===== src/hdl/ccpx_pkg.sv =====
`timescale 1ns / 1ps
// ----------------------------------------------------------------------------
// ccpx_pkg
// Shared sizes, codes and controller/datapath handshake types for the
// cross-class pair XOR column core.
// ----------------------------------------------------------------------------
package ccpx_pkg;

    // Store geometry.
    localparam int MAX_CLASSES       = 8;
    localparam int MAX_OBS_PER_CLASS = 256;
    localparam int WORD_BITS         = 64;

    localparam int CLASS_W = (MAX_CLASSES > 1) ? $clog2(MAX_CLASSES) : 1;
    localparam int CCNT_W  = $clog2(MAX_CLASSES + 1);
    localparam int OBS_W   = (MAX_OBS_PER_CLASS > 1) ? $clog2(MAX_OBS_PER_CLASS) : 1;
    localparam int FILL_W  = $clog2(MAX_OBS_PER_CLASS + 1);
    localparam int ADDR_W  = CLASS_W + OBS_W;
    localparam int DEPTH   = MAX_CLASSES << OBS_W;

    // Item and result field widths.
    localparam int KIND_W       = 2;
    localparam int CLASS_ID_W   = 3;
    localparam int POS_W        = 8;
    localparam int WORD_W       = 64;
    localparam int LINE_IDX_W   = 21;
    localparam int STATUS_W     = 2;
    localparam int CLS_COUNT_W  = 4;

    // Configuration port.
    localparam int CFG_IDX_W  = 4;
    localparam int CFG_DATA_W = 8;
    localparam logic [CFG_IDX_W-1:0] CFG_CLASS_COUNT     = CFG_IDX_W'(0);
    localparam logic [CFG_IDX_W-1:0] CFG_SELECTED_COLUMN = CFG_IDX_W'(1);

    typedef enum logic [KIND_W-1:0] {
        KIND_LOAD   = 2'd0,
        KIND_NEXT   = 2'd1,
        KIND_REWIND = 2'd2,
        KIND_CLEAR  = 2'd3
    } t_kind;

    typedef enum logic [STATUS_W-1:0] {
        ST_OK      = 2'd0,
        ST_FULL    = 2'd1,
        ST_NO_MORE = 2'd2
    } t_status;

    typedef enum logic [2:0] {
        S_IDLE,
        S_EXEC,
        S_INIT,
        S_OUTER,
        S_INNER,
        S_READ,
        S_EMIT
    } t_state;

    // Which class the single fill-count read port looks at.
    typedef enum logic [1:0] {
        FS_ITEM,
        FS_OUTER,
        FS_INNER
    } t_fill_sel;

    typedef struct packed {
        logic capture;     // latch the accepted item
        logic exec;        // immediate action of the item
        logic init_step;   // pull the inner class above the outer class
        logic outer_step;  // outer class check, advance if exhausted
        logic inner_step;  // inner class check, advance if exhausted
        logic read_step;   // take the pair words, bump inner observation
        logic fail_first;  // no pair found: mark enumeration done
        logic commit;      // save the cursor and line bookkeeping
        logic last;        // with commit: no further pair follows
        logic emit;        // move the pending result to the output register
    } t_dp_cmd;

    typedef struct packed {
        t_kind kind;
        logic  enum_done;
        logic  nc_small;
        logic  outer_end;
        logic  outer_hit;
        logic  inner_in;
        logic  inner_hit;
        logic  out_free;
    } t_dp_stat;

endpackage


===== src/hdl/ccpx_ctrl.sv =====
`timescale 1ns / 1ps
// ----------------------------------------------------------------------------
// ccpx_ctrl
// Controller: sequences item execution, the two pair searches of a line
// request and the hand-off of the result.
// ----------------------------------------------------------------------------
module ccpx_ctrl
    import ccpx_pkg::*;
(
    input  logic      i_clk,
    input  logic      i_rst_n,
    input  logic      i_item_valid,
    output logic      o_item_ready,
    input  t_dp_stat  i_stat,
    output t_dp_cmd   o_cmd,
    output t_fill_sel o_fill_sel
);

    t_state r_state;
    t_state n_state;
    logic   r_pass;
    logic   n_pass;

    always_ff @(posedge i_clk) begin
        if (!i_rst_n) begin
            r_state <= S_IDLE;
            r_pass  <= 1'b0;
        end else begin
            r_state <= n_state;
            r_pass  <= n_pass;
        end
    end

    // Next state.
    always_comb begin
        n_state = r_state;
        n_pass  = r_pass;
        unique case (r_state)
            S_IDLE: begin
                if (i_item_valid) begin
                    n_state = S_EXEC;
                end
            end
            S_EXEC: begin
                n_pass = 1'b0;
                if (i_stat.kind == KIND_NEXT && !i_stat.enum_done) begin
                    n_state = S_INIT;
                end else begin
                    n_state = S_EMIT;
                end
            end
            S_INIT: begin
                n_state = i_stat.nc_small ? S_EMIT : S_OUTER;
            end
            S_OUTER: begin
                if (i_stat.outer_end) begin
                    n_state = S_EMIT;
                end else if (i_stat.outer_hit) begin
                    n_state = S_INNER;
                end
            end
            S_INNER: begin
                if (!i_stat.inner_in) begin
                    n_state = S_OUTER;
                end else if (i_stat.inner_hit) begin
                    n_state = r_pass ? S_EMIT : S_READ;
                end
            end
            S_READ: begin
                n_pass  = 1'b1;
                n_state = S_INIT;
            end
            S_EMIT: begin
                if (i_stat.out_free) begin
                    n_state = S_IDLE;
                end
            end
            default: n_state = S_IDLE;
        endcase
    end

    // Outputs.
    always_comb begin
        o_cmd        = '0;
        o_item_ready = 1'b0;
        o_fill_sel   = FS_OUTER;
        unique case (r_state)
            S_IDLE: begin
                o_item_ready  = 1'b1;
                o_cmd.capture = i_item_valid;
            end
            S_EXEC: begin
                o_fill_sel = FS_ITEM;
                o_cmd.exec = 1'b1;
            end
            S_INIT: begin
                if (i_stat.nc_small) begin
                    o_cmd.fail_first = !r_pass;
                    o_cmd.commit     = r_pass;
                    o_cmd.last       = 1'b1;
                end else begin
                    o_cmd.init_step = 1'b1;
                end
            end
            S_OUTER: begin
                o_fill_sel = FS_OUTER;
                if (i_stat.outer_end) begin
                    o_cmd.fail_first = !r_pass;
                    o_cmd.commit     = r_pass;
                    o_cmd.last       = 1'b1;
                end else begin
                    o_cmd.outer_step = 1'b1;
                end
            end
            S_INNER: begin
                o_fill_sel = FS_INNER;
                if (i_stat.inner_in && i_stat.inner_hit) begin
                    o_cmd.commit = r_pass;
                end else begin
                    o_cmd.inner_step = 1'b1;
                end
            end
            S_READ: begin
                o_cmd.read_step = 1'b1;
            end
            S_EMIT: begin
                o_cmd.emit = i_stat.out_free;
            end
            default: ;
        endcase
    end

`ifndef SYNTH
    // The result register is loaded only when its previous content is gone.
    a_emit_free: assert property (@(posedge i_clk) disable iff (!i_rst_n)
        o_cmd.emit |-> i_stat.out_free)
        else $error("result emitted over a waiting result");

    // The second search only starts after the pair words were taken.
    a_pass_order: assert property (@(posedge i_clk) disable iff (!i_rst_n)
        (r_state == S_READ) |=> (r_state == S_INIT && r_pass))
        else $error("second pair search out of order");
`endif

endmodule


===== config.mk =====
export PLATFORM = sky130hd
export DESIGN_NAME = ccpx_ctrl
export DESIGN_NICKNAME = d
export VERILOG_FILES = /design/src/hdl/ccpx_pkg.sv /design/src/hdl/ccpx_ctrl.sv
export SDC_FILE = /design/constraint.sdc
export NUM_CORES = 1
export LEC_CHECK = 0
export ABC_AREA = 1
export BUFFER_PORTS_ARGS = -buffer_cell sky130_fd_sc_hd__buf_2
export CAP_MARGIN = 30
export CORE_MARGIN = 1.5
export CORE_UTILIZATION = 24
export DETAILED_ROUTE_END_ITERATION = 12
export PLACE_DENSITY_LB_ADDON = 0.25
export SETUP_SLACK_MARGIN = 0.5
export SKIP_LAST_GASP = 1
export SLEW_MARGIN = 20
export SYNTH_ARGS = -nofsm -noshare
export SYNTH_HDL_FRONTEND = slang
export SYNTH_SLANG_ARGS = --single-unit

===== constraint.sdc =====
create_clock -name i_clk -period 3.63 [get_ports i_clk]
set_input_delay 1.089 -clock i_clk [delete_from_list [all_inputs] [get_ports i_clk]]
set_output_delay 1.089 -clock i_clk [all_outputs]
set_load 0.1 [all_outputs]

Word level (Yosys, flattened, before mapping)
Index checks and enable logic that the tools add are counted.
- register bits: 4
- input bits: 12
- output and inout port bits: 13
- logic and storage cells: 49
- equal/unequal tests: 11
- muxes and demuxes: 29
- reductions and logical operators: 7
- operators with widths (operator ; number):
    two-way mux 3 bit ; 10
    case mux 3 bit (7 select lines) ; 1
    two-way mux 1 bit ; 12
    equality test 3 bit, second input constant ; 3
    equality test 3 x 2 -> 1 bit, second input constant ; 2
    inequality test 3 bit, second input constant ; 2
    case mux 1 bit (2 select lines) ; 3
    inequality test 2 bit, second input constant ; 2
    case mux 2 bit (2 select lines) ; 1
    AND reduction 4 bit ; 1
    equality test 3 x 1 -> 1 bit, second input constant ; 1
    logical NOT 3 bit ; 1
    case mux 1 bit (3 select lines) ; 1
    equality test 2 x 1 -> 1 bit, second input constant ; 1
    logical AND 1 bit ; 2
    logical NOT 1 bit ; 2
    two-way mux 2 bit ; 1
    nonzero test 2 bit ; 1

Logic depth before layout (Yosys ltp)
Gate-level depths: netlist of the first run.
- depth in word-level cells: 4
- depth in mapped cells: 8
- gate-level depth less buffers: 8

Worst setup path before layout of the first run
OpenSTA, ideal clock, no wires.
- path kind: input -> output
- start: input i_item_valid
- end: output o_cmd[9] (netlist bit)
- arrival time: 3173 ps
- setup slack: -632 ps
- stages on the path: 2
- cells stage by stage: inv_1 -> nor3_1
- RTL lines (item ; line ; RTL):
    start: declaration ; ccpx_ctrl.sv:12 ; input logic i_item_valid,
    end: declaration ; ccpx_ctrl.sv:15 ; output t_dp_cmd o_cmd,

==> results of run 1 <==
==> logic make-up (layout without fill, tap and decap cells) <==
group / count (synthesis) / after routing / share of synthesized area, %
and+or+nand+nor: 47 / 47 / 52.85
buffers and inverters: 13 / 38 / 13.61
AOI/OAI and AO/OA: 10 / 10 / 13.29
DFF: 4 / 4 / 20.25
==> critical path, stage by stage <==
cell     delay [ns]
buf_2          0.13
nand2_1        0.13
a21oi_4        0.16
buf_2          0.43
==> flip-flops by register name, summed over array words and instances (netlist names) <==
signal and flops:
r_pass 1, r_state 3
==> final cells by class <==
class,count,area share (%)
multi-input combinational,57,52.69
timing repair buffer,24,20.25
sequential,4,13.22
inverter,11,6.818
clock buffer,3,3.719
tap,16,3.306
==> path summary, 6_finish.rpt <==
check	startpoint	endpoint	slack [ns]	cells past startpoint
setup reg to reg	r_state[2]$_SDFFE_PN0P_	r_state[1]$_SDFFE_PN0P_	2.15	7
hold reg to reg	r_pass$_SDFFE_PN0P_	r_pass$_SDFFE_PN0P_	0.62	2
hold / removal	r_pass$_SDFFE_PN0P_	r_pass$_SDFFE_PN0P_	0.62	2
setup / recovery	i_stat[4]	o_cmd[3]	0.61	4
==> per-stage QoR <==
stage / utilization [%] / hold slack (ns) / instances / cell area, µm² / setup WS, ns
4_1_cts: 39.57 / 0.6333 / 115 / 603.1 / 0.5642
2_1_floorplan: - / 0.5842 / 74 / 452.9 / 0.2052
6_report: 39.74 / 0.6228 / 115 / 605.6 / 0.6068
5_1_grt: 39.74 / 0.7045 / 115 / 605.6 / 0.5409
3_5_place_dp: 38.10 / 0.6287 / 112 / 580.6 / 0.5661
3_3_place_gp: 38.10 / 0.6388 / 112 / 580.6 / 0.5732
==> placed cells by master, fill, tap and decap left out, drive strengths merged <==
master / synthesis / routed
buf: 2 / 23
o21ai: 5 / 5
nand3: 6 / 6
dfxtp: 4 / 4
nand4: 1 / 1
a21oi: 4 / 4
nor3b: 1 / 1
clkbuf: 0 / 4
o21a: 1 / 1
inv: 11 / 11
nor2: 20 / 20
nand2: 16 / 16
nor3: 3 / 3
==> per-layer routing <==
layer	GRT usage, %	vias up	wire [µm]
met5	0	-	0
met4	3.636	0	0
met3	1.250	0	57
met2	16.47	15	445
met1	17.51	203	517
li1	-	285	-
==> Yosys cell counts <==
library cell  count
a21oi_1           4
buf_2             1
buf_4             1
dfxtp_1           4
inv_1             8
inv_2             3
nand2_1          15
nand2_2           1
nand3_1           6
nand4_1           1
nor2_1           15
nor2_2            5
nor3_1            3
nor3b_1           1
o21a_1            1
o21ai_0           5
==> what timing repair did <==
action                     4_1_cts  5_1_grt
setup endpoints to repair        0        1
hold endpoints to repair         0        0
buffers inserted                 0        0
resized for setup                0        1
==> flow_summary.ini, run 1 <==
[outcome]
status = complete, no violations

[route]
via_count = 503
wire_per_inst_um = 8.870
routed_wl_um = 1020
drc = 0
antenna_left = 0
first_pass_iters = 2
viasPerCell = 4.374
drt-initial-drc-count = 7

[cts]
insertion_delay_ns = 0.23
cts_buffers = 3
cts-hold-fix-buffers = 0
clk_root_buffer_cell = clkbuf_4
cts_tree = done
cts.sink_count = 4
clockBufferDepth = 2
h-tree-depth = 1
clk_pin_slew_ns = 0.04

[sta]
setup_tns_ns = 0
maxSlewHeadroom_pct = 67.02
fin_worst_skew_ns = 0.001492
min_period_over_period_pct = 83.28
fmax_mhz = 330.8
rsz0062_at_grt = no
fin_crit_ns = 3.023
tightest_slew_ns = 0.4940
hold_violations = 0
setup_violations = 0
maxSlewViolCount = 0

[synth]
yosys-top-cells-area = dfxtp_1 20%, nand2_1 14%, nor2_1 14%
synth_area_leader_cell = dfxtp_1
ys_ff_latch = 4
yosys_warnings = 0
syn_inst = 74
synth_top_area_share_pct = 20.25
syn-cell-area_um2 = 395.4
syn_nets = 86
ys_seq_area_share_pct = 20.25
synth.distinct_cells = 16
syn_area_per_cell_um2 = 5.343

[floorplanning]
die_w_um = 43.59
core_area_um2 = 1524
rows = 14
die_h_um = 43.59
start_util_pct = 25.94
pin_count = 25
dieArea_um2 = 1900

[final_layout]
multi_input_area_um2 = 319.1
n_fill_cell = 180
regArea_um2 = 80.08
area_growth_syn_to_layout_pct = 53.16
antenna_cells = 0
drive_gt1_share_pct = 45.45
fin_nets = 113

[grt]
grt_max_degree = 13
grt_pass1_vias = 416
grt_overflow = 0
antenna_found_initial = 0
grt_use_total_pct = 11.41
grt_first_pass_wirelength_um = 1697

[critical_path]
criticalPathCategory = in -> out
cp-end-kind = output port
crit_required_ns = 2.54
cp.arrival_ns = 1.93
worst-path-max-fanout = 4
cp-start-kind = input port

[place]
dpl.hpwl_um = 879.6
port-buffer-count = 24
place_congestion = 0.7917

[hold_path]
worstHoldPathType = reg -> reg

[flow_run]
maxCapViolCount = 0
Power of run 1 is not shown: default switching activity piles up to over one toggle a cycle in this logic, so the estimate is an artifact.
==> run 2, diff against run 1 <==
clock period = 2.8 ns   (was 3.63 ns; I/O delays follow)
==> flow_summary.ini, run 2 (synthesis gave the netlist of run 1 again) <==
[route]
drt-initial-drc-count = 20
drc = 0
antenna_left = 0
via_count = 527
wire_per_inst_um = 10.03
routed_wl_um = 1154
viasPerCell = 4.583
first_pass_iters = 2

[final_layout]
top_regs = r_state (3), r_pass (1)
regArea_um2 = 86.33
multi_input_area_um2 = 404.1
top_register = r_state
n_fill_cell = 159
area_growth_syn_to_layout_pct = 100.9
antenna_cells = 0
final_cell_mix = 11 x nand2_1, 10 x nor2_1, 9 x buf_4
largest_reg_flops = 3
drive_gt1_share_pct = 56.57
fin_nets = 113
final_common_cell = nand2_1

[cts]
cts_tree = done
cts-hold-fix-buffers = 0
cts_buffers = 3
clk_pin_slew_ns = 0.03
cts.sink_count = 4
clk_root_buffer_cell = clkbuf_4
h-tree-depth = 1
insertion_delay_ns = 0.23
clockBufferDepth = 2

[sta]
maxSlewViolCount = 0
fmax_mhz = 433.9
setup_violations = 0
tightest_slew_ns = 0.2786
min_period_over_period_pct = 82.30
fin_crit_ns = 2.304
fin_worst_skew_ns = 0.0003094
rsz0062_at_grt = yes
setup_tns_ns = 0
whs_ns = 0.6407
hold_violations = 0
maxSlewHeadroom_pct = 81.58

[grt]
grt_pass1_vias = 491
grt_use_total_pct = 13.54
grt_max_degree = 13
antenna_found_initial = 0
grt_overflow = 0
grt_first_pass_wirelength_um = 1959

[critical_path]
worst-path-max-fanout = 3
ff2ff_path_depth = 7
cp.arrival_ns = 1.46
cp-start-kind = input port
cp-end-kind = output port
crit_required_ns = 1.96
criticalPathCategory = in -> out

[floorplanning]
dieArea_um2 = 1900
pin_count = 25
die_w_um = 43.59
core_area_um2 = 1524
die_h_um = 43.59
start_util_pct = 25.94
rows = 14

[outcome]
status = complete, no violations

[flow_run]
maxCapViolCount = 0

[place]
port-buffer-count = 24
dpl.hpwl_um = 946.5
place_congestion = 0.7381

[hold_path]
worstHoldPathType = reg -> reg
whs_path_depth = 4
==> run 2: layer usage <==
metal	vias to the layer above	track usage, %	part of all wire (%)
met5	-	0	0
met4	0	7.273	0
met3	0	1.250	2.1
met2	9	22.94	54
met1	233	16.75	44
li1	285	-	-
==> run 2: worst max-delay path: stages <==
cell	delay [ns]
buf_8	0.11
nand3_4	0.11
nand2_8	0.05
o21a_4	0.20
buf_12	0.16
==> run 2: path summary, 6_finish.rpt <==
kind                                               from                      end  slack [ns]
worst min register to register  r_state[1]$_SDFFE_PN0P_  r_state[1]$_SDFFE_PN0P_        0.64
worst min-delay path            r_state[1]$_SDFFE_PN0P_  r_state[1]$_SDFFE_PN0P_        0.64
worst max-delay path                          i_stat[5]                 o_cmd[2]        0.50
worst max register to register  r_state[2]$_SDFFE_PN0P_  r_state[1]$_SDFFE_PN0P_        1.55
==> run 2: stage by stage <==
step	worst slack (ns)	area (µm²)	cells	utilization [%]
3_5_place_dp	0.3327	683.2	112	44.83
4_1_cts	0.4870	768.2	115	50.41
6_report	0.4955	794.5	115	52.13
2_1_floorplan	0.2800	525.5	74	-
3_3_place_gp	0.3404	683.2	112	44.83
5_1_grt	0.4786	794.5	115	52.13
==> run 2: cell type report <==
class / count / area share, %
multi-input cells: 57 / 50.87
clock buffers: 3 / 2.835
repair buffers: 24 / 26.14
well taps: 16 / 2.520
flip-flops and latches: 4 / 10.87
inverters: 11 / 6.772
==> run 2: timing repair <==
item	CTS	global route
cloned	0	0
buffers inserted	0	0
resized for setup	24	7
pin swaps	4	0
endpoints found under the setup margin	13	8
Power of run 2 is left out for the same reason.
==> run 3, diff against run 2 <==
clock period = 2.1 ns   (was 2.8 ns; I/O delays follow)
==> flow_summary.ini, run 3 (synthesis gave the netlist of run 1 again) <==
[grt]
grt_max_degree = 12
grt_pass1_vias = 549
grt_use_total_pct = 14.55
grt_overflow = 0
antenna_found_initial = 0
grt_first_pass_wirelength_um = 2159

[final_layout]
largest_reg_flops = 3
final_cell_mix = 13 x buf_12, 12 x nand2_1, 11 x buf_2
top_register = r_state
final_common_cell = buf_12
area_growth_syn_to_layout_pct = 144.0
drive_gt1_share_pct = 60.95
fin_cells = 121
top_regs = r_state (3), r_pass (1)
design_area_um2 = 964.7
fin_nets = 119
antenna_cells = 0

[cts]
cts_tree = done
cts.sink_count = 4
clockBufferDepth = 2
clk_pin_slew_ns = 0.04
cts-hold-fix-buffers = 0
clk_root_buffer_cell = clkbuf_4
cts_buffers = 3
h-tree-depth = 1
insertion_delay_ns = 0.23

[sta]
min_period_over_period_pct = 92.59
maxSlewViolCount = 0
fin_worst_skew_ns = 0.0006713
fmax_mhz = 514.3
setup_ws_ns = 0.1555
maxSlewHeadroom_pct = 82.22
fin_crit_ns = 1.944
tightest_slew_ns = 0.2664
setup_violations = 0
hold_violations = 0
rsz0062_at_grt = yes

[route]
drc = 0
routed_wl_um = 1260
drt-initial-drc-count = 9
wl_met3_um = 39
antenna_left = 0
first_pass_iters = 4
wl_met1_um = 560
wire_per_inst_um = 10.41
wl_met2_um = 660
viasPerCell = 4.653
via_count = 563
highest_layer = met3

[critical_path]
crit_required_ns = 1.47
worst-path-max-fanout = 5
cp.arrival_ns = 1.31
crit_path_max_incr_delay_ns = 0.38
cp-end-kind = output port
criticalPathCategory = reg -> out
critical_path_buf_inv_count = 1
crit_family = simple AND/OR/NAND/NOR gates
cp-start-kind = flip-flop
crit_chain = nand2_2 > nor2_4 > nand2_4 > nand2_8 > o21a_4 > buf_12
slowest_stage = dfxtp_4

[place]
place_congestion = 0.8283
place_ws_ns = 0.09863
dpl.hpwl_um = 991
port-buffer-count = 24
placed_cell_area_um2 = 858.3
place_inst = 113

[flow_run]
maxCapViolCount = 0

[outcome]
status = complete, no violations

[floorplanning]
pin_count = 25
start_util_pct = 25.94
dieArea_um2 = 1900
rows = 14
die_w_um = 43.59
core_area_um2 = 1524
die_h_um = 43.59

[hold_path]
worstHoldPathType = reg -> reg
run 3: cell types whose count changed in the layout (fill, tap and decap cells not counted), sizes merged:
cell  before  now
buf       24   30
run 3: path summary, 6_finish.rpt:
| path | startpoint | cells past startpoint | end | slack, ns |
|---|---|---|---|---|
| max | r_state[1]$_SDFFE_PN0P_ | 6 | o_cmd[2] | 0.16 |
| max reg2reg | r_state[1]$_SDFFE_PN0P_ | 7 | r_state[2]$_SDFFE_PN0P_ | 0.88 |
| min | r_state[2]$_SDFFE_PN0P_ | 2 | r_state[2]$_SDFFE_PN0P_ | 0.62 |
| min reg2reg | r_state[2]$_SDFFE_PN0P_ | 2 | r_state[2]$_SDFFE_PN0P_ | 0.62 |
run 3: worst reg2reg max path: cells and delay by family (launching register included):
| family | cells | cell delay, ns |
|---|---|---|
| buffers and inverters | 1 | 0.14 |
| flip-flops | 1 | 0.36 |
| AND/OR/NAND/NOR | 6 | 0.61 |
run 3: what timing repair did:
item,CTS,global route
resized for setup,15,0
cloned,0,0
endpoints found under the setup margin,13,13
setup buffers,5,0
pin swaps,3,1
run 3: area by class of cell:
| type | count | area [µm²] |
|---|---|---|
| Timing Repair Buffer | 30 | 360.3 |
| Clock buffer | 3 | 22.52 |
| Inverter | 11 | 56.30 |
| Tap cell | 16 | 20.02 |
| Fill cell | 122 | 559.3 |
| Multi-Input combinational cell | 57 | 414.1 |
| Sequential cell | 4 | 91.34 |
run 3: metrics by stage:
| step | TNS, ns | util [%] | hold slack (ns) |
|---|---|---|---|
| 5_1_grt | 0 | 63.30 | 0.6440 |
| 4_1_cts | 0 | 63.30 | 0.6232 |
| 3_5_place_dp | 0 | 56.32 | 0.6280 |
| 3_3_place_gp | 0 | 56.32 | 0.6230 |
| 2_1_floorplan | -0.1069 | - | 0.5842 |
| 6_report | 0 | 63.30 | 0.6236 |
run 3: routing by layer:
layer / up-vias / track usage, %
li1: 294 / -
met1: 257 / 18.73
met2: 12 / 24.12
met3: 0 / 2.083
met4: 0 / 6.061
met5: - / 0
Power of run 3 is left out for the same reason.
